===== config.mk =====
export PLATFORM = sky130hd
export DESIGN_NAME = qr_module_placement_walker
export DESIGN_NICKNAME = d
export VERILOG_FILES = /design/src/sv/qmpw_pkg.sv /design/src/sv/qr_module_placement_walker.sv /design/src/sv/qmpw_front.sv /design/src/sv/qmpw_walker.sv
export VERILOG_INCLUDE_DIRS = /design/src /design/src/sv
export SDC_FILE = /design/constraint.sdc
export NUM_CORES = 1
export LEC_CHECK = 0
export ABC_AREA = 1
export BUFFER_PORTS_ARGS = -buffer_cell sky130_fd_sc_hd__buf_2
export CAP_MARGIN = 5
export CORE_UTILIZATION = 35
export DETAILED_ROUTE_END_ITERATION = 10
export GPL_ROUTABILITY_DRIVEN = 0
export SYNTH_ARGS = -nofsm -noshare
export SYNTH_HDL_FRONTEND = slang
export SYNTH_SLANG_ARGS = --single-unit

===== constraint.sdc =====
create_clock -name clk -period 5.8 [get_ports clk]
set_clock_uncertainty 0.2 [all_clocks]
set_input_delay 0.58 -clock clk [delete_from_list [all_inputs] [get_ports clk]]
set_output_delay 0.58 -clock clk [all_outputs]
set_load 0.02 [all_outputs]

===== src/sv/qr_module_placement_walker_macros.svh =====
// assertion macros for the qr module placement walker
`ifndef QR_MODULE_PLACEMENT_WALKER_MACROS_SVH
`define QR_MODULE_PLACEMENT_WALKER_MACROS_SVH

// same-cycle implication, clocked on clk, off during reset
`define QMPW_ASSERT_IMP(label, ante, cons, msg) \
	label: assert property (@(posedge clk) disable iff (!arst_n) (ante) |-> (cons)) \
		else $error(msg);

// next-cycle implication, clocked on clk, off during reset
`define QMPW_ASSERT_NXT(label, ante, cons, msg) \
	label: assert property (@(posedge clk) disable iff (!arst_n) (ante) |=> (cons)) \
		else $error(msg);

`endif


===== src/sv/qmpw_pkg.sv =====
// shared types and constants of the qr module placement walker
package qmpw_pkg;

	// field widths
	localparam int VERSION_W   = 6;
	localparam int COORD_W     = 8;
	localparam int CENTRE_W    = 8;
	localparam int CFG_DATA_W  = 56;
	localparam int TDATA_W     = 24;
	localparam int BITS_PER_WORD = 8;
	localparam int ALIGN_SLOTS_DEF = 7;
	localparam int QUEUE_DEPTH = 2;

	// symbol geometry
	localparam logic [VERSION_W-1:0] VER_MIN     = 6'd1;
	localparam logic [VERSION_W-1:0] VER_MAX     = 6'd40;
	localparam logic [VERSION_W-1:0] VERINFO_MIN = 6'd7;
	localparam logic [COORD_W-1:0]   SIDE_BASE   = 8'd17;
	localparam logic [COORD_W-1:0]   TIMING_IDX  = 8'd6;
	localparam logic [COORD_W-1:0]   FINDER_SPAN = 8'd9;
	localparam logic [COORD_W-1:0]   FINDER_EDGE = 8'd8;
	localparam logic [COORD_W-1:0]   VERINFO_SPAN = 8'd11;
	localparam logic [COORD_W-1:0]   RESET_CORNER = 8'(4 * 1 + 17 - 1);
	localparam int ALIGN_RADIUS = 2;
	// x/7 for x up to 40 as (x*37)>>8
	localparam int DIV7_MUL = 37;

	// configuration register indexes
	typedef enum logic {
		CFG_VERSION = 1'b0,
		CFG_ALIGN   = 1'b1
	} cfg_idx_t;

	// operation codes
	typedef enum logic {
		OP_RESTART = 1'b0,
		OP_PLACE   = 1'b1
	} op_t;

	// one queued command
	typedef struct packed {
		op_t              op;
		logic [7:0]       data_byte;
	} item_t;

	// queue head seen by the walker
	typedef struct packed {
		logic  valid;
		item_t item;
	} queue_out_t;

endpackage


===== src/sv/qr_module_placement_walker.sv =====
// top level of the qr data module placement walker
// Usage:
//  s_* stream takes commands: s_tuser is the op (0 restarts the walk at the
//  bottom-right corner, 1 places a byte), s_tdata the byte. A place command
//  yields eight words on m_*, most significant bit first; m_tlast marks the
//  eighth, m_tuser flags words past the end of the data area (row and column 0).
//  cfg_* writes version (index 0, restarts the walk) or the packed alignment
//  centres (index 1); write only while idle. cfg_ready is always high.
// Timing:
//  a command is popped in the idle state and its words are registered in
//  the emit state; each skipped function module adds a search step, the
//  walker stepping one module per cycle unless stalled. A two-entry
//  command queue lets new commands in while the walker or the output is busy.
// Reset:
//  version 1, no alignment centres, walk at the bottom-right corner.
//  When m_tready is low the output word holds and the walker waits on it;
//  commands keep queuing until the queue is full.
`include "qr_module_placement_walker_macros.svh"

module qr_module_placement_walker #(
	parameter int ALIGN_SLOTS = qmpw_pkg::ALIGN_SLOTS_DEF
) (
	input  logic                              clk,
	input  logic                              arst_n,
	input  logic                              s_tvalid,
	output logic                              s_tready,
	input  logic [7:0]                        s_tdata,   // data_byte
	input  logic                              s_tuser,   // op
	output logic                              m_tvalid,
	input  logic                              m_tready,
	output logic [qmpw_pkg::TDATA_W-1:0]      m_tdata,   // row, column, bit_value
	output logic                              m_tlast,   // last
	output logic                              m_tuser,   // past_end
	input  logic                              cfg_valid,
	output logic                              cfg_ready,
	input  logic                              cfg_index,
	input  logic [qmpw_pkg::CFG_DATA_W-1:0]   cfg_data
);
	import qmpw_pkg::*;

	logic [VERSION_W-1:0]              version_q;
	logic [ALIGN_SLOTS*CENTRE_W-1:0]   centres_q;
	logic                              restart_q;
	queue_out_t                        q_out;
	logic                              pop;

	assign cfg_ready = 1'b1;

	// configuration registers
	always_ff @(posedge clk or negedge arst_n) begin
		if (!arst_n) begin
			version_q <= VER_MIN;
			centres_q <= '0;
			restart_q <= 1'b0;
		end else begin
			restart_q <= cfg_valid && cfg_ready && (cfg_idx_t'(cfg_index) == CFG_VERSION);
			if (cfg_valid && cfg_ready) begin
				unique case (cfg_idx_t'(cfg_index))
					CFG_VERSION: version_q <= cfg_data[VERSION_W-1:0];
					CFG_ALIGN:   centres_q <= cfg_data[ALIGN_SLOTS*CENTRE_W-1:0];
				endcase
			end
		end
	end

	// command front end
	qmpw_front u_front (
		.clk      (clk),
		.arst_n   (arst_n),
		.s_tvalid (s_tvalid),
		.s_tready (s_tready),
		.s_tdata  (s_tdata),
		.s_tuser  (s_tuser),
		.pop      (pop),
		.q        (q_out)
	);

	// walker back end
	qmpw_walker #(
		.ALIGN_SLOTS (ALIGN_SLOTS)
	) u_walker (
		.clk      (clk),
		.arst_n   (arst_n),
		.version  (version_q),
		.centres  (centres_q),
		.restart  (restart_q),
		.q        (q_out),
		.pop      (pop),
		.m_tvalid (m_tvalid),
		.m_tready (m_tready),
		.m_tdata  (m_tdata),
		.m_tlast  (m_tlast),
		.m_tuser  (m_tuser)
	);

	// checks
	`QMPW_ASSERT_IMP(a_past_end_origin, m_tvalid && m_tuser, m_tdata[15:0] == 16'd0, "past-end word with nonzero position")
	`QMPW_ASSERT_IMP(a_no_timing, m_tvalid && !m_tuser, (m_tdata[7:0] != TIMING_IDX) && (m_tdata[15:8] != TIMING_IDX), "data word on timing pattern")
	`QMPW_ASSERT_IMP(a_full_has_head, !s_tready, q_out.valid, "queue full without a head entry")
	`QMPW_ASSERT_NXT(a_accept_queued, s_tvalid && s_tready, q_out.valid, "accepted command not queued")

endmodule


===== src/sv/qmpw_front.sv =====
// command front end: accepts and decodes items into a short queue
module qmpw_front (
	input  logic                 clk,
	input  logic                 arst_n,
	input  logic                 s_tvalid,
	output logic                 s_tready,
	input  logic [7:0]           s_tdata,   // data_byte
	input  logic                 s_tuser,   // op
	input  logic                 pop,
	output qmpw_pkg::queue_out_t q
);
	import qmpw_pkg::*;

	localparam int PTR_W = (QUEUE_DEPTH > 1) ? $clog2(QUEUE_DEPTH) : 1;
	localparam int CNT_W = $clog2(QUEUE_DEPTH + 1);

	item_t             mem_q [QUEUE_DEPTH];
	logic [PTR_W-1:0]  wr_ptr_q;
	logic [PTR_W-1:0]  rd_ptr_q;
	logic [CNT_W-1:0]  count_q;
	logic              push;
	logic              do_pop;
	item_t             decoded;

	// decode the incoming item
	always_comb begin
		decoded.op        = op_t'(s_tuser);
		decoded.data_byte = s_tdata;
	end

	assign s_tready = (count_q != CNT_W'(QUEUE_DEPTH));
	assign push     = s_tvalid && s_tready;
	assign do_pop   = pop && (count_q != '0);

	assign q.valid = (count_q != '0);
	assign q.item  = mem_q[rd_ptr_q];

	// queue storage
	always_ff @(posedge clk) begin
		if (push) begin
			mem_q[wr_ptr_q] <= decoded;
		end
	end

	// queue pointers and fill count
	always_ff @(posedge clk or negedge arst_n) begin
		if (!arst_n) begin
			wr_ptr_q <= '0;
			rd_ptr_q <= '0;
			count_q  <= '0;
		end else begin
			if (push) begin
				wr_ptr_q <= (wr_ptr_q == PTR_W'(QUEUE_DEPTH - 1)) ? '0 : wr_ptr_q + 1'b1;
			end
			if (do_pop) begin
				rd_ptr_q <= (rd_ptr_q == PTR_W'(QUEUE_DEPTH - 1)) ? '0 : rd_ptr_q + 1'b1;
			end
			unique case ({push, do_pop})
				2'b10:   count_q <= count_q + 1'b1;
				2'b01:   count_q <= count_q - 1'b1;
				default: count_q <= count_q;
			endcase
		end
	end

endmodule


===== src/sv/qmpw_walker.sv =====
// walker back end: steps the zigzag one module a cycle unless the output stalls, and emits bit words
module qmpw_walker #(
	parameter int ALIGN_SLOTS = qmpw_pkg::ALIGN_SLOTS_DEF
) (
	input  logic                                clk,
	input  logic                                arst_n,
	input  logic [qmpw_pkg::VERSION_W-1:0]      version,
	input  logic [ALIGN_SLOTS*qmpw_pkg::CENTRE_W-1:0] centres,
	input  logic                                restart,
	input  qmpw_pkg::queue_out_t                q,
	output logic                                pop,
	output logic                                m_tvalid,
	input  logic                                m_tready,
	output logic [qmpw_pkg::TDATA_W-1:0]        m_tdata,   // row, column, bit_value
	output logic                                m_tlast,   // last
	output logic                                m_tuser    // past_end
);
	import qmpw_pkg::*;

	localparam int NW    = $clog2(ALIGN_SLOTS + 1);
	localparam int CNT_W = $clog2(BITS_PER_WORD);
	localparam logic signed [COORD_W:0] ALIGN_HI = (COORD_W+1)'(ALIGN_RADIUS);
	localparam logic signed [COORD_W:0] ALIGN_LO = -ALIGN_HI;

	typedef enum logic [1:0] {
		ST_IDLE,
		ST_EMIT,
		ST_SEARCH
	} state_t;

	state_t                state_q;
	logic [COORD_W-1:0]    cur_row_q, cur_col_q;
	logic                  up_q, fin_q;
	logic [COORD_W-1:0]    p_row_q, p_col_q;
	logic                  p_up_q;
	logic [CNT_W-1:0]      cnt_q;
	logic [BITS_PER_WORD-1:0] shift_q;
	logic                  out_valid_q;
	logic [COORD_W-1:0]    out_row_q, out_col_q;
	logic                  out_bit_q, out_last_q, out_past_q;

	// geometry
	logic [VERSION_W-1:0]  ver_eff;
	logic [COORD_W-1:0]    dim, dim_m1, dim_m8, dim_m11;
	logic [11:0]           div_prod;
	logic [3:0]            n_raw;
	logic [NW-1:0]         n_align;
	logic                  ver_info;

	// step unit
	logic [COORD_W-1:0]    sc, sr, nc, nr;
	logic                  sup, nup, neg, left_col, edge_hit;
	logic                  term_fin, term, is_dat, func_mod, in_align;
	logic [ALIGN_SLOTS-1:0] rhit, chit;
	logic signed [COORD_W:0] dr [ALIGN_SLOTS];
	logic signed [COORD_W:0] dc [ALIGN_SLOTS];
	logic                  out_free, last_bit, emit_fire;

	// effective version, side length and alignment grid size
	always_comb begin
		if (version < VER_MIN) begin
			ver_eff = VER_MIN;
		end else if (version > VER_MAX) begin
			ver_eff = VER_MAX;
		end else begin
			ver_eff = version;
		end
		dim      = COORD_W'({ver_eff, 2'b00}) + SIDE_BASE;
		dim_m1   = dim - 8'd1;
		dim_m8   = dim - FINDER_EDGE;
		dim_m11  = dim - VERINFO_SPAN;
		div_prod = 12'(ver_eff) * 12'(DIV7_MUL);
		n_raw    = div_prod[11:8] + 4'd2;
		if (ver_eff == VER_MIN) begin
			n_align = '0;
		end else if (n_raw > 4'(ALIGN_SLOTS)) begin
			n_align = NW'(ALIGN_SLOTS);
		end else begin
			n_align = NW'(n_raw);
		end
		ver_info = (ver_eff >= VERINFO_MIN);
	end

	// one zigzag step from the current or candidate module
	always_comb begin
		if (state_q == ST_SEARCH) begin
			sc  = p_col_q;
			sr  = p_row_q;
			sup = p_up_q;
		end else begin
			sc  = cur_col_q;
			sr  = cur_row_q;
			sup = up_q;
		end
		left_col = (sc < TIMING_IDX) != (sc[0] == 1'b0);
		edge_hit = sup ? (sr == '0) : (sr == dim_m1);
		neg = 1'b0;
		nup = sup;
		nr  = sr;
		if (left_col) begin
			nc = sc - 8'd1;
		end else if (edge_hit) begin
			neg = (sc == '0);
			nc  = neg ? '0 : sc - 8'd1;
			nup = !sup;
		end else begin
			nc = sc + 8'd1;
			nr = sup ? sr - 8'd1 : sr + 8'd1;
		end
	end

	// alignment pattern hits per axis
	always_comb begin
		for (int k = 0; k < ALIGN_SLOTS; k++) begin
			dr[k]   = $signed({1'b0, nr}) - $signed({1'b0, centres[k*CENTRE_W +: CENTRE_W]});
			dc[k]   = $signed({1'b0, nc}) - $signed({1'b0, centres[k*CENTRE_W +: CENTRE_W]});
			rhit[k] = (dr[k] >= ALIGN_LO) && (dr[k] <= ALIGN_HI);
			chit[k] = (dc[k] >= ALIGN_LO) && (dc[k] <= ALIGN_HI);
		end
		in_align = 1'b0;
		for (int y = 0; y < ALIGN_SLOTS; y++) begin
			for (int x = 0; x < ALIGN_SLOTS; x++) begin
				if ((NW'(y) < n_align) && (NW'(x) < n_align) && rhit[y] && chit[x] &&
				    !((x == 0 && y == 0) ||
				      (x == 0 && NW'(y) == n_align - NW'(1)) ||
				      (NW'(x) == n_align - NW'(1) && y == 0))) begin
					in_align = 1'b1;
				end
			end
		end
	end

	// function modules and end of walk
	always_comb begin
		func_mod = (nr >= dim) || (nc >= dim) || (nr == TIMING_IDX) || (nc == TIMING_IDX) ||
		           (nc < FINDER_SPAN && nr < FINDER_SPAN) ||
		           (nc >= dim_m8 && nr < FINDER_SPAN) ||
		           (nc < FINDER_SPAN && nr >= dim_m8) ||
		           (ver_info && ((nr < TIMING_IDX && nc >= dim_m11) ||
		                         (nc < TIMING_IDX && nr >= dim_m11)));
		is_dat   = !func_mod && !in_align;
		term_fin = neg || (nc == '0 && nr >= dim_m8);
		term     = term_fin || is_dat;
	end

	assign out_free  = !out_valid_q || m_tready;
	assign last_bit  = (cnt_q == CNT_W'(BITS_PER_WORD - 1));
	assign pop       = (state_q == ST_IDLE) && q.valid && !restart;
	assign emit_fire = (state_q == ST_EMIT) && out_free && !restart;

	// walk sequencer and output register
	always_ff @(posedge clk or negedge arst_n) begin
		if (!arst_n) begin
			state_q     <= ST_IDLE;
			cur_row_q   <= RESET_CORNER;
			cur_col_q   <= RESET_CORNER;
			up_q        <= 1'b1;
			fin_q       <= 1'b0;
			p_row_q     <= '0;
			p_col_q     <= '0;
			p_up_q      <= 1'b0;
			cnt_q       <= '0;
			shift_q     <= '0;
			out_valid_q <= 1'b0;
			out_row_q   <= '0;
			out_col_q   <= '0;
			out_bit_q   <= 1'b0;
			out_last_q  <= 1'b0;
			out_past_q  <= 1'b0;
		end else begin
			if (emit_fire) begin
				out_valid_q <= 1'b1;
			end else if (m_tready) begin
				out_valid_q <= 1'b0;
			end
			if (restart) begin
				state_q   <= ST_IDLE;
				cur_row_q <= dim_m1;
				cur_col_q <= dim_m1;
				up_q      <= 1'b1;
				fin_q     <= 1'b0;
			end else begin
				unique case (state_q)
					ST_IDLE: begin
						if (q.valid) begin
							if (q.item.op == OP_RESTART) begin
								cur_row_q <= dim_m1;
								cur_col_q <= dim_m1;
								up_q      <= 1'b1;
								fin_q     <= 1'b0;
							end else begin
								shift_q <= q.item.data_byte;
								cnt_q   <= '0;
								state_q <= ST_EMIT;
							end
						end
					end
					ST_EMIT: begin
						if (out_free) begin
							out_row_q   <= fin_q ? '0 : cur_row_q;
							out_col_q   <= fin_q ? '0 : cur_col_q;
							out_bit_q   <= shift_q[BITS_PER_WORD-1];
							out_last_q  <= last_bit;
							out_past_q  <= fin_q;
							shift_q     <= {shift_q[BITS_PER_WORD-2:0], 1'b0};
							if (fin_q || term) begin
								if (!fin_q) begin
									cur_row_q <= nr;
									cur_col_q <= nc;
									up_q      <= nup;
									fin_q     <= term_fin;
								end
								if (last_bit) begin
									state_q <= ST_IDLE;
								end else begin
									cnt_q <= cnt_q + 1'b1;
								end
							end else begin
								p_row_q <= nr;
								p_col_q <= nc;
								p_up_q  <= nup;
								state_q <= ST_SEARCH;
							end
						end
					end
					ST_SEARCH: begin
						if (term) begin
							cur_row_q <= nr;
							cur_col_q <= nc;
							up_q      <= nup;
							fin_q     <= term_fin;
							if (last_bit) begin
								state_q <= ST_IDLE;
							end else begin
								cnt_q   <= cnt_q + 1'b1;
								state_q <= ST_EMIT;
							end
						end else begin
							p_row_q <= nr;
							p_col_q <= nc;
							p_up_q  <= nup;
						end
					end
					default: state_q <= ST_IDLE;
				endcase
			end
		end
	end

	// output word
	assign m_tvalid = out_valid_q;
	assign m_tdata  = {{(TDATA_W - 2*COORD_W - 1){1'b0}}, out_bit_q, out_col_q, out_row_q};
	assign m_tlast  = out_last_q;
	assign m_tuser  = out_past_q;

endmodule


== Word-level counts from Yosys, hierarchy flattened ==
Memories as Yosys holds them, arrays and structs flattened.
Index checks and enable logic that the tools add are counted.
Storage, ports and cells
  register bits after elaboration: 135
  memory bits (writable): 18
  bits of input ports: 71
  output and inout port bits: 29
  logic and storage cells: 476
  memories kept: 1
Operators by class
  add/sub/neg operators: 29
  multipliers: 1
  magnitude comparators: 50
  equality and inequality tests: 32
  mux-type cells: 137
  bitwise operators: 3
  reductions and logical operators: 201
Memory list
  u_front.mem_q: words 2, bits a word 9, read ports 1, clocked after memory_dff 0, write ports 1, line qmpw_front.sv:17  | item_t mem_q [QUEUE_DEPTH];
Operator list (count)
  8-bit 2-to-1 mux: 31
  1-bit logical AND: 158
  9-bit by 2-bit >= comparator with 1-bit output, second input constant: 14
  9-bit by 3-bit <= comparator with 1-bit output, second input constant: 14
  8-bit by 8-bit subtractor with 9-bit output: 14
  1-bit 2-to-1 mux: 78
  8-bit >= comparator: 6
  8-bit one-hot mux with 2 select lines: 3
  8-bit one-hot mux with 3 select lines: 2
  8-bit zero test: 3
  8-bit by 3-bit less-than comparator with 1-bit output, second input constant: 3
  3-bit 2-to-1 mux: 8
  8-bit by 1-bit subtractor with 8-bit output, second input constant: 3
  8-bit by 1-bit adder with 8-bit output, second input constant: 2
  8-bit by 3-bit == test with 1-bit output, second input constant: 2
  8-bit by 4-bit less-than comparator with 1-bit output, second input constant: 2
  8-bit by 4-bit subtractor with 8-bit output, second input constant: 2
  5-bit AND reduction: 3
  2-bit 2-to-1 mux: 7
  7-bit AND reduction: 2
  1-bit logical OR: 12
  6-bit by 6-bit multiplier with 12-bit output, second input constant: 1
  6-bit 2-to-1 mux: 2
  3-bit by 2-bit inequality test with 1-bit output, second input constant: 4
  other kinds (41): 77

== Depth between registers and ports, before layout ==
Gate-level depths: netlist of run 1.
  word-level depth: 71
  gate-level depth with buffers: 47
  depth with buffers taken out: 47

== Modules after synthesis ==
From an unflattened synthesis of run 1, not the netlist that was laid out.
Second synthesis, totals
  cell total of the unflattened synthesis: 2154
  area, all modules: 15175.8 sq um
Modules (own cells, without submodules)
  qmpw_walker: instances 1, cells each 1804, area an instance 11785.1 sq um, sequential area each 1707.9 sq um
  qr_module_placement_walker: instances 1, cells each 274, area an instance 2501.1 sq um, sequential area each 1577.8 sq um
  qmpw_front: instances 1, cells each 76, area an instance 889.6 sq um, sequential area each 640.6 sq um

== Worst setup path after synthesis of run 1 ==
Ideal clock, no wire load.
  path type: reg-to-reg
  start point: register u_walker.state_q[0]
  end point: register u_walker.cur_col_q[0]
  library setup time: 0.121 ns
  arrival: 5.612 ns
  data required time: 5.479 ns
  setup slack: -0.133 ns
  cell stages (with the launch flop): 38
  buffers on the path: 3
  period minus slack after synthesis: 5.933 ns
  path through: dfrtp_1 -> inv_1 -> ha_1 -> buf_6 -> buf_8 -> o21ai_1 -> inv_1 -> ha_1 -> nand2_1 -> o21ai_0 -> a21oi_1 -> nor2_1 -> nor2_1 -> xor2_1 -> o21ai_1 -> ha_1 -> nand2_1 -> or2_2 -> (+2 left out) -> nor2_1 -> nand3_1 -> nand2_1 -> nor2_1 -> nand2_1 -> nand3_1 -> nand2_1 -> nor2_1 -> nand2_1 -> nor2_1 -> nand2_1 -> nor2_1 -> nand3_2 -> nand3_2 -> nand3_4 -> clkbuf_1 -> o21bai_1 -> nand2_1
On the way
  word-level cells in the longest chain between the ends: 66
  elaborated cells between the ends (all ways): 285
  those cells by class: 18 x add/sub; 39 x order compare; 12 x eq/ne; 66 x mux; 1 x bitwise; 149 x reduce/logical
Ends and longest elaborated chain
  from (decl): line qmpw_walker.sv:31  | state_t state_q;
  from (signal assigned): line qmpw_walker.sv:154  | state_q <= ST_IDLE;
  from (signal assigned): line qmpw_walker.sv:177  | state_q <= ST_IDLE;
  from (signal assigned): line qmpw_walker.sv:194  | state_q <= ST_EMIT;
  2-bit == test *: line qmpw_walker.sv:86  | if (state_q == ST_SEARCH) begin
  8-bit 2-to-1 mux: line qmpw_walker.sv:86
  8-bit by 1-bit adder with 8-bit output (tied with other cells): line qmpw_walker.sv:108  | nr = sup ? sr - 8'd1 : sr + 8'd1;
  8-bit 2-to-1 mux / 1-bit 2-to-1 mux (equally long branches): line qmpw_walker.sv:108, qmpw_walker.sv:96
  8-bit 2-to-1 mux: line qmpw_walker.sv:102  | end else if (edge_hit) begin
  8-bit 2-to-1 mux *: line qmpw_walker.sv:100  | if (left_col) begin
  named net u_walker.nr[5]: line qmpw_walker.sv:51  | logic [COORD_W-1:0] sc, sr, nc, nr;
  8-bit by 8-bit subtractor with 9-bit output: line qmpw_walker.sv:115  | dr[k] = $signed({1'b0, nr}) - $signed({1'b0, centres[k*CENTRE_W +: CENTRE_W]});
  (+2 left out)
  1-bit logical AND (3 in a row): line qmpw_walker.sv:123  | if ((NW'(y) < n_align) && (NW'(x) < n_align) && rhit[y] && chit[x] &&
  1-bit 2-to-1 mux (48 in a row): line qmpw_walker.sv:123
  1-bit zero test: line qmpw_walker.sv:141  | is_dat = !func_mod && !in_align;
  1-bit logical AND: line qmpw_walker.sv:141
  1-bit logical OR *: line qmpw_walker.sv:143  | term = term_fin || is_dat;
  1-bit logical OR: line qmpw_walker.sv:206  | if (fin_q || term) begin
  3-bit inequality test (no line)
  7-bit AND reduction (no line) *
  to (signal assigned): line qmpw_walker.sv:179  | cur_col_q <= dim_m1;
  to (signal assigned): line qmpw_walker.sv:209  | cur_col_q <= nc;
  to (signal assigned): line qmpw_walker.sv:229  | cur_col_q <= nc;
  to (decl): line qmpw_walker.sv:32  | logic [COORD_W-1:0] cur_row_q, cur_col_q;
Mark *: on every way through the listed nets, which the timed path passes. The rest lies on a longest branch. The select of a mux whose other input is x is not followed.
A chain may end at the register's enable or synchronous reset.

== Worst setup path in the final report of run 1 ==
  start point: register u_walker.state_q[1]
  end point: register u_walker.cur_row_q[6]
On the way
  elaborated cells between the ends (all ways): 285
  those cells by class: 18 x add/sub; 39 x order compare; 12 x eq/ne; 66 x mux; 1 x bitwise; 149 x reduce/logical
RTL lines
  2-bit == test *: line qmpw_walker.sv:86
  8-bit 2-to-1 mux: line qmpw_walker.sv:86
  8-bit by 1-bit subtractor with 8-bit output (tied with other cells): line qmpw_walker.sv:101, qmpw_walker.sv:104
  8-bit 2-to-1 mux / 1-bit 2-to-1 mux (equally long branches): line qmpw_walker.sv:104, qmpw_walker.sv:96
  8-bit 2-to-1 mux: line qmpw_walker.sv:102
  8-bit 2-to-1 mux *: line qmpw_walker.sv:100
  named net u_walker.nc[6]: line qmpw_walker.sv:51
  8-bit by 8-bit subtractor with 9-bit output: line qmpw_walker.sv:116  | dc[k] = $signed({1'b0, nc}) - $signed({1'b0, centres[k*CENTRE_W +: CENTRE_W]});
  (+2 left out)
  1-bit logical AND (2 in a row): line qmpw_walker.sv:123
  1-bit 2-to-1 mux (48 in a row): line qmpw_walker.sv:123
  1-bit zero test: line qmpw_walker.sv:141
  1-bit logical AND: line qmpw_walker.sv:141
  1-bit logical OR *: line qmpw_walker.sv:143
  1-bit logical OR: line qmpw_walker.sv:206
  3-bit inequality test (no line)
  7-bit AND reduction (no line) *
  to (signal assigned): line qmpw_walker.sv:178  | cur_row_q <= dim_m1;
  to (signal assigned): line qmpw_walker.sv:208  | cur_row_q <= nr;
  to (signal assigned): line qmpw_walker.sv:228  | cur_row_q <= nr;
  to (decl): line qmpw_walker.sv:32
Marks and branches as above.

==> summary.md, run 1 <==
| Metric | Value |
|---|---|
| Avg WL per Cell | `16.2 um` |
| R2R setup slack | `~53 ps` |
| Drt drc | `0` |
| Die X | `210 um` |
| Layout cell share with drive strength beyond 1 | `28.8%` |
| Setup crit end kind | `flop` |
| Synthesized flop and latch total | `153` |
| Slew @ Worst Pin | `914 ps` |
| CP arrival | `5950 ps` |
| Avg Vias per Cell | `5.12` |
| Via count | `15600` |
| Seq. cell area | `3930 um^2` |
| Synthesized area | `approximately 15000 um^2` |
| Final instance area | `20500 um^2` |
| Initial antenna violation count | `0` |
| Min-Delay Path Class | `in -> async` |
| Crit path buf inv count | `9` |
| Slew headroom | `39.1%` |
| Antenna cell count | `0` |
| Most frequent CP cell | `nand2_1` |
| FF-to-FF Start | `u_walker.state_q[1]` |
| Initial Utilization | `between 30% and 40%` |
| Synth area leaders | `dfrtp_1, ha_1, nand2_1` |
| I/O pin count | `100` |
| Cell Area, Placed | `about 18000 um^2` |
| First-pass DRT Iterations | `8` |
| Final net count | `2735` |
| Area added between synthesis and finish | `35.3%` |
| Final WL | `49500 um` |
| Final setup vio count | `0` |
| Clock sink count | `153` |
| Fin cells | `between 3000 and 4000` |
| Routed Antenna Nets | `0` |
| Mapped Cells | `2112` |
| Family with the most delay on the worst path | `simple AND/OR/NAND/NOR gates` |
| Startpoint types | `flop` |
| Global route overflow | `0` |
| Worst-Skew Late Latency | `470 ps` |
| Max-cap violations | `0` |
| Final Hold Viols | `0` |
| Sum Neg Setup Slack | `0 ps` |
| CP Class | `reg -> reg` |
| Status | `completed` |
| Dpl hpwl | `37500 um` |
| Max Clk Rate | `between 150 and 200 MHz` |
| Worst stage delay on the critical path | `roughly 470 ps` |
| H-Tree Depth | `4` |
| Seq/Total Area, Yosys | `roughly a quarter` |
| Mean Syn Cell Area | `7.18 um^2` |
| Core area | `42300 um^2` |
| Critical Path Slowest Stage Cell | `nor4_1` |
| CTS clk-pin slew, worst paths | `70 ps` |
| Global-route wire length before repair | `around 75000 um` |
| Die Y | `about 210 um` |
| Initial drt markers | `1123` |
| Top FF cell, synth | `dfrtp_1` |
| # rows | `75` |
| Number of synthesized flops with an enable pin | `18` |
| Largest net degree at the start of global routing | `91` |
| Slew Viols, Final | `0` |
| Worst Reg-to-Reg Cells | `38` |
| Yosys top cell area share | `21.3%` |
| Dpl cells | `2985` |
| Clk buf depth | `2` |
| Yosys warns | `0` |
| Setup WS pre-CTS | `-438 ps` |
| RSZ-0062 raised after global routing | `true` |
| Yosys cell types | `64` |
| Largest area contributor in the netlist | `dfrtp_1` |
| Global Route Usage Sum | `21.7%` |
| Area of the multi-input gates | `11300 um^2` |
| Period Utilization, post-route | `99.1%` |
| Num CTS Buffers | `17` |
| Min Clock Period, post-route | `5750 ps` |
| Fillcell total | `4049` |
| CTS root buf | `clkbuf_16` |
| Async set or reset register ratio after synthesis | `88.2%` |
| Die ar. | `between 40000 and 50000 um^2` |
| Number of global-route vias before repair | `14800` |
| Crit path required time | `6010 ps` |
| Port-buffer cells | `91` |
| Worst-path fanout max | `14` |
| Worst r2r dst | `u_walker.cur_row_q[6]` |
| Final worst setup slack | `~53 ps` |
| TritonCTS clock tree | `yes` |
## area by class of cell
| class | instances | share of cell area (%) |
|---|---|---|
| timing repair buffer | 366 | 14.2 |
| multi-input combinational | 1648 | 55.2 |
| tap | 577 | 3.52 |
| clock buffer | 19 | 2.21 |
| inverter | 276 | 5.10 |
| clock inverter | 13 | 0.646 |
| sequential | 153 | 19.1 |
## worst reg2reg max path, delay by kind of cell, from the launching register on
kind / cells / cell delay, ps
fa+ha+maj: 2 / 520
xor+xnor: 1 / 150
simple gates: 23 / 2610
buf+inv: 9 / 1400
flops: 1 / 420
compound gates: 3 / 430
## layout by cell type (no fill, tap or decap), types with 14 or more instances in the layout
cell	count
inv_2	26
ha_4	44
a21oi_2	35
nor2_1	185
o21ai_1	22
buf_4	236
buf_12	20
nand4_1	69
ha_1	135
nand2_2	55
edfxtp_1	18
o21ai_0	54
clkbuf_16	19
or2_2	16
nand3b_1	14
nand3_1	129
inv_1	242
a21oi_1	133
o21bai_1	21
nor3_1	16
dfrtp_1	129
xor2_1	45
nand3_2	17
nand2_1	442
buf_2	90
xnor2_1	39
## routing by layer
layer  GRT usage [%]  vias up  routed length, um
met5               0        -                  0
met4            8.58        0               1500
met3            2.79       93               2470
met2            36.6      449              23900
met1            28.0     7346              21600
li1                -     7752                  -
## through the flow
| step | hold slack [ps] | utilization (%) |
|---|---|---|
| floorplan | 84.4 | - |
| global placement | 250 | 42.9 |
| detailed placement | 253 | 42.9 |
| CTS | 40.5 | 45.2 |
| global route | 86.4 | 48.5 |
| finish | 20.9 | 48.5 |
## worst max path at each step
| stage | startpoint | endpoint | slack (ps) | cells after the start |
|---|---|---|---|---|
| after floorplan | u_walker.state_q[0] | u_walker.cur_col_q[0] | 1 | 35 |
| after detailed placement | u_walker.state_q[0] | u_walker.cur_col_q[0] | -440 | 36 |
| after CTS | version_q[2] | u_walker.cur_col_q[7] | 0.9 | 44 |
| final | u_walker.state_q[1] | u_walker.cur_row_q[6] | 50 | 38 |
| after global routing | version_q[1] | u_walker.cur_row_q[6] | -250 | 39 |
| after global placement | u_walker.state_q[0] | u_walker.cur_col_q[3] | -360 | 34 |
## synth_stat cells (6+ instances only)
cell type,count
a21o_1,8
a21oi_1,172
buf_4,11
clkbuf_1,18
dfrtp_1,129
dfstp_2,6
edfxtp_1,18
fa_1,15
ha_1,187
inv_1,260
inv_2,11
mux2_2,7
nand2_1,493
nand2_2,11
nand3_1,145
nand3_2,6
nand3b_1,14
nand4_1,69
nor2_1,194
nor3_1,18
nor4_1,7
o211ai_1,12
o21a_1,8
o21ai_0,69
o21ai_1,17
o21ai_2,10
o21bai_1,22
or2_2,18
xnor2_1,48
xor2_1,46
## cell families (layout without fill, tap and decap cells)
| logic type | after synthesis | count (layout) | share of synthesized area [%] |
|---|---|---|---|
| AO/OA/AOI/OAI | 344 | 344 | 13.1 |
| XOR/XNOR | 96 | 96 | 5.76 |
| adder cells (fa/ha/maj) | 202 | 202 | 17.4 |
| buffers and inverters | 317 | 674 | 8.42 |
| flip-flops | 153 | 153 | 25.9 |
| multiplexers | 7 | 7 | 0.520 |
| other | 2 | 8 | 0.0495 |
| AND/OR/NAND/NOR | 991 | 991 | 28.8 |
## state kept, by name, summed over array words and instances, names as in the netlist, 2 cells and up
| register | flops |
|---|---|
| u_front.count_q | 2 |
| u_walker.p_row_q | 8 |
| version_q | 6 |
| u_walker.out_row_q | 8 |
| u_walker.p_col_q | 8 |
| u_walker.cnt_q | 3 |
| centres_q | 56 |
| u_walker.cur_row_q | 8 |
| u_walker.cur_col_q | 8 |
| u_front.mem_q | 18 |
| u_walker.shift_q | 8 |
| u_walker.state_q | 2 |
| u_walker.out_col_q | 8 |
## repair_timing
item	4_1_cts	5_1_grt
hold buffers	0	0
resized for setup	65	252
pin swaps	15	103
setup endpoints to repair	40	40
buffers inserted	7	26
cloned	1	2
Power of run 1 is left out: the tool's default activity adds up to more than one toggle a clock period on the data nets, which glitch-free logic cannot reach.
==> inputs of run 2 (changes only) <==
CTS_CLUSTER_DIAMETER = 120   (was not set)
RECOVER_POWER = 100   (was not set)
==> run 2 against run 1 <==
The flow now finishes with violations (max-capacitance violations, max-slew violations). Critical path type unchanged. Sequential cell count unchanged. Critical path depth unchanged. First-iteration DRC count down 1.3%. Via count down 0.15%. Sequential share of layout area up 0.054 points. Maximum frequency about the same.
==> summary.md, run 2 (same netlist as run 1, synthesis figures left out) <==
| Metric | Value |
|---|---|
| Largest regs | `centres_q (56), u_front.mem_q (18)` |
| Min-Delay Path Class | `in -> reg` |
| Slew @ Worst Pin | `4390 ps (+3480 ps)` |
| First-pass DRT Iterations | `7 (-1)` |
| Met1 wire length | `21700 um (+0.43%)` |
| Largest net degree at the start of global routing | `91 (unchanged)` |
| Slew headroom | `-193% (-230 points)` |
| Initial antenna violation count | `0 (unchanged)` |
| Routed Antenna Nets | `0 (unchanged)` |
| # rows | `75 (unchanged)` |
| Die X | `210 um (unchanged)` |
| Global Route Usage Sum | `21.7% (unchanged)` |
| Final WL | `49500 um (about the same)` |
| Biggest register | `centres_q` |
| Antenna cell count | `0 (unchanged)` |
| Cell Area, Placed | `18100 um^2 (unchanged)` |
| Clk buf depth | `2 (unchanged)` |
| Initial drt markers | `1108 (-1.3%)` |
| Failing checks | `max-capacitance violations, max-slew violations` |
| Global-route wire length before repair | `75400 um (unchanged)` |
| Initial Utilization | `35.8% (unchanged)` |
| Metal2 WL | `24000 um (+0.45%)` |
| Setup WS pre-CTS | `-438 ps (unchanged)` |
| Drt drc | `0 (unchanged)` |
| Via count | `15600 (-0.15%)` |
| Global route overflow | `0 (unchanged)` |
| RSZ-0062 raised after global routing | `true` |
| Max-cap violations | `2 (+2)` |
| Startpoint types | `flop` |
| CP Class | `reg -> reg` |
| Avg WL per Cell | `16.2 um (about the same)` |
| Dpl hpwl | `37500 um (unchanged)` |
| Max Clk Rate | `174 MHz (about the same)` |
| Min Clock Period, post-route | `5750 ps (-1.68 ps)` |
| Crit path buf inv count | `9 (unchanged)` |
| Final net count | `2735 (unchanged)` |
| Final instance area | `20500 um^2 (-0.28%)` |
| TritonCTS clock tree | `yes` |
| Worst Reg-to-Reg Cells | `38 (unchanged)` |
| Port-buffer cells | `91 (unchanged)` |
| Worst stage delay on the critical path | `480 ps (about the same)` |
| Hold Crit Depth | `2` |
| Final worst setup slack | `54.9 ps (+1.68 ps)` |
| Setup crit end kind | `flop` |
| Max reg flops | `56 (unchanged)` |
| Most frequent CP cell | `nand2_1` |
| Period Utilization, post-route | `99.1% (about the same)` |
| H-Tree Depth | `4 (unchanged)` |
| Area added between synthesis and finish | `34.9%` |
| Worst-path fanout max | `14 (unchanged)` |
| Family with the most delay on the worst path | `simple AND/OR/NAND/NOR gates` |
| Crit path required time | `6010 ps (about the same)` |
| Final setup vio count | `0 (unchanged)` |
| CTS root buf | `clkbuf_16` |
| CTS clk-pin slew, worst paths | `70 ps (about the same)` |
| Commonest non-fill, non-tap cells in the layout | `nand2_1, inv_1, buf_4` |
| Critical Path Slowest Stage Cell | `nor4_1` |
| Most common cell after layout, fill and taps aside | `nand2_1` |
| Met3 WL | `2330 um (-5.7%)` |
| Slew Viols, Final | `168 (+168)` |
| Die Y | `210 um (unchanged)` |
| Status | `finished with violations` |
| Layout cell share with drive strength beyond 1 | `27.5% (-1.3 points)` |
| Worst-Skew Late Latency | `470 ps (about the same)` |
| Num CTS Buffers | `17 (unchanged)` |
| Final core occ | `48.3% (-0.14 points)` |
| Core area | `42300 um^2 (unchanged)` |
| Die ar. | `44200 um^2 (unchanged)` |
| Avg Vias per Cell | `5.12 (-0.15%)` |
| Number of global-route vias before repair | `14800 (unchanged)` |
| CP arrival | `5950 ps (about the same)` |
| Clock sink count | `153 (unchanged)` |
| I/O pin count | `100 (unchanged)` |
| Uppermost layer routed | `met4` |
| Final Hold Viols | `0 (unchanged)` |
| Critical path depth in cells | `38 (unchanged)` |
[run 2: changes by cell type in the layout (fill, tap and decap cells not counted), sizes merged]
cell,delta
buf,-31
clkbuf,+30
dlygate4sd2,+1
[run 2: metrics by stage]
| step | std cells | hold slack (ps) | TNS (ps) |
|---|---|---|---|
| after global placement | 2985 | 250 | -9780 |
| after global routing | 3052 | 93.1 | -11450 |
| after CTS | 3025 | 40.5 | 0 |
| final | 3052 | 104 | 0 |
| after floorplan | 2118 | 84.4 | 0 |
| after detailed placement | 2985 | 253 | -12050 |
[run 2: final timing paths]
path                                           from                    end  slack (ps)
worst max register to register  u_walker.state_q[1]  u_walker.cur_row_q[6]          50
max in group asynchronous                    arst_n    u_walker.p_row_q[1]         790
worst min-delay path                       m_tready      u_walker.m_tvalid         100
min in group asynchronous                    arst_n  u_walker.out_col_q[1]        1630
worst min register to register  u_walker.p_row_q[1]    u_walker.p_row_q[1]         270
worst max-delay path            u_walker.state_q[1]  u_walker.cur_row_q[6]          50
[run 2: repair_timing]
item	in CTS	in global routing
gates resized for setup	65	252
setup buffers	7	26
cloned	1	2
hold buffers	0	0
setup endpoints to repair	40	40
pin swaps	15	103
[run 2: layout make-up]
type	instances	area, um^2
fillers	4060	21900
multi-input cells	1648	11300
flip-flops and latches	153	3930
repair buffers	366	2860
inverters	276	1050
well taps	577	722
clock buffers	19	453
clock inverters	13	133
[run 2: metal layers]
metal | vias up | GRT usage [%]
li1 | 7752 | -
met1 | 7338 | 28.0
met2 | 430 | 36.6
met3 | 96 | 2.79
met4 | 0 | 8.58
met5 | - | 0
Power of run 2 is left out for the same reason.
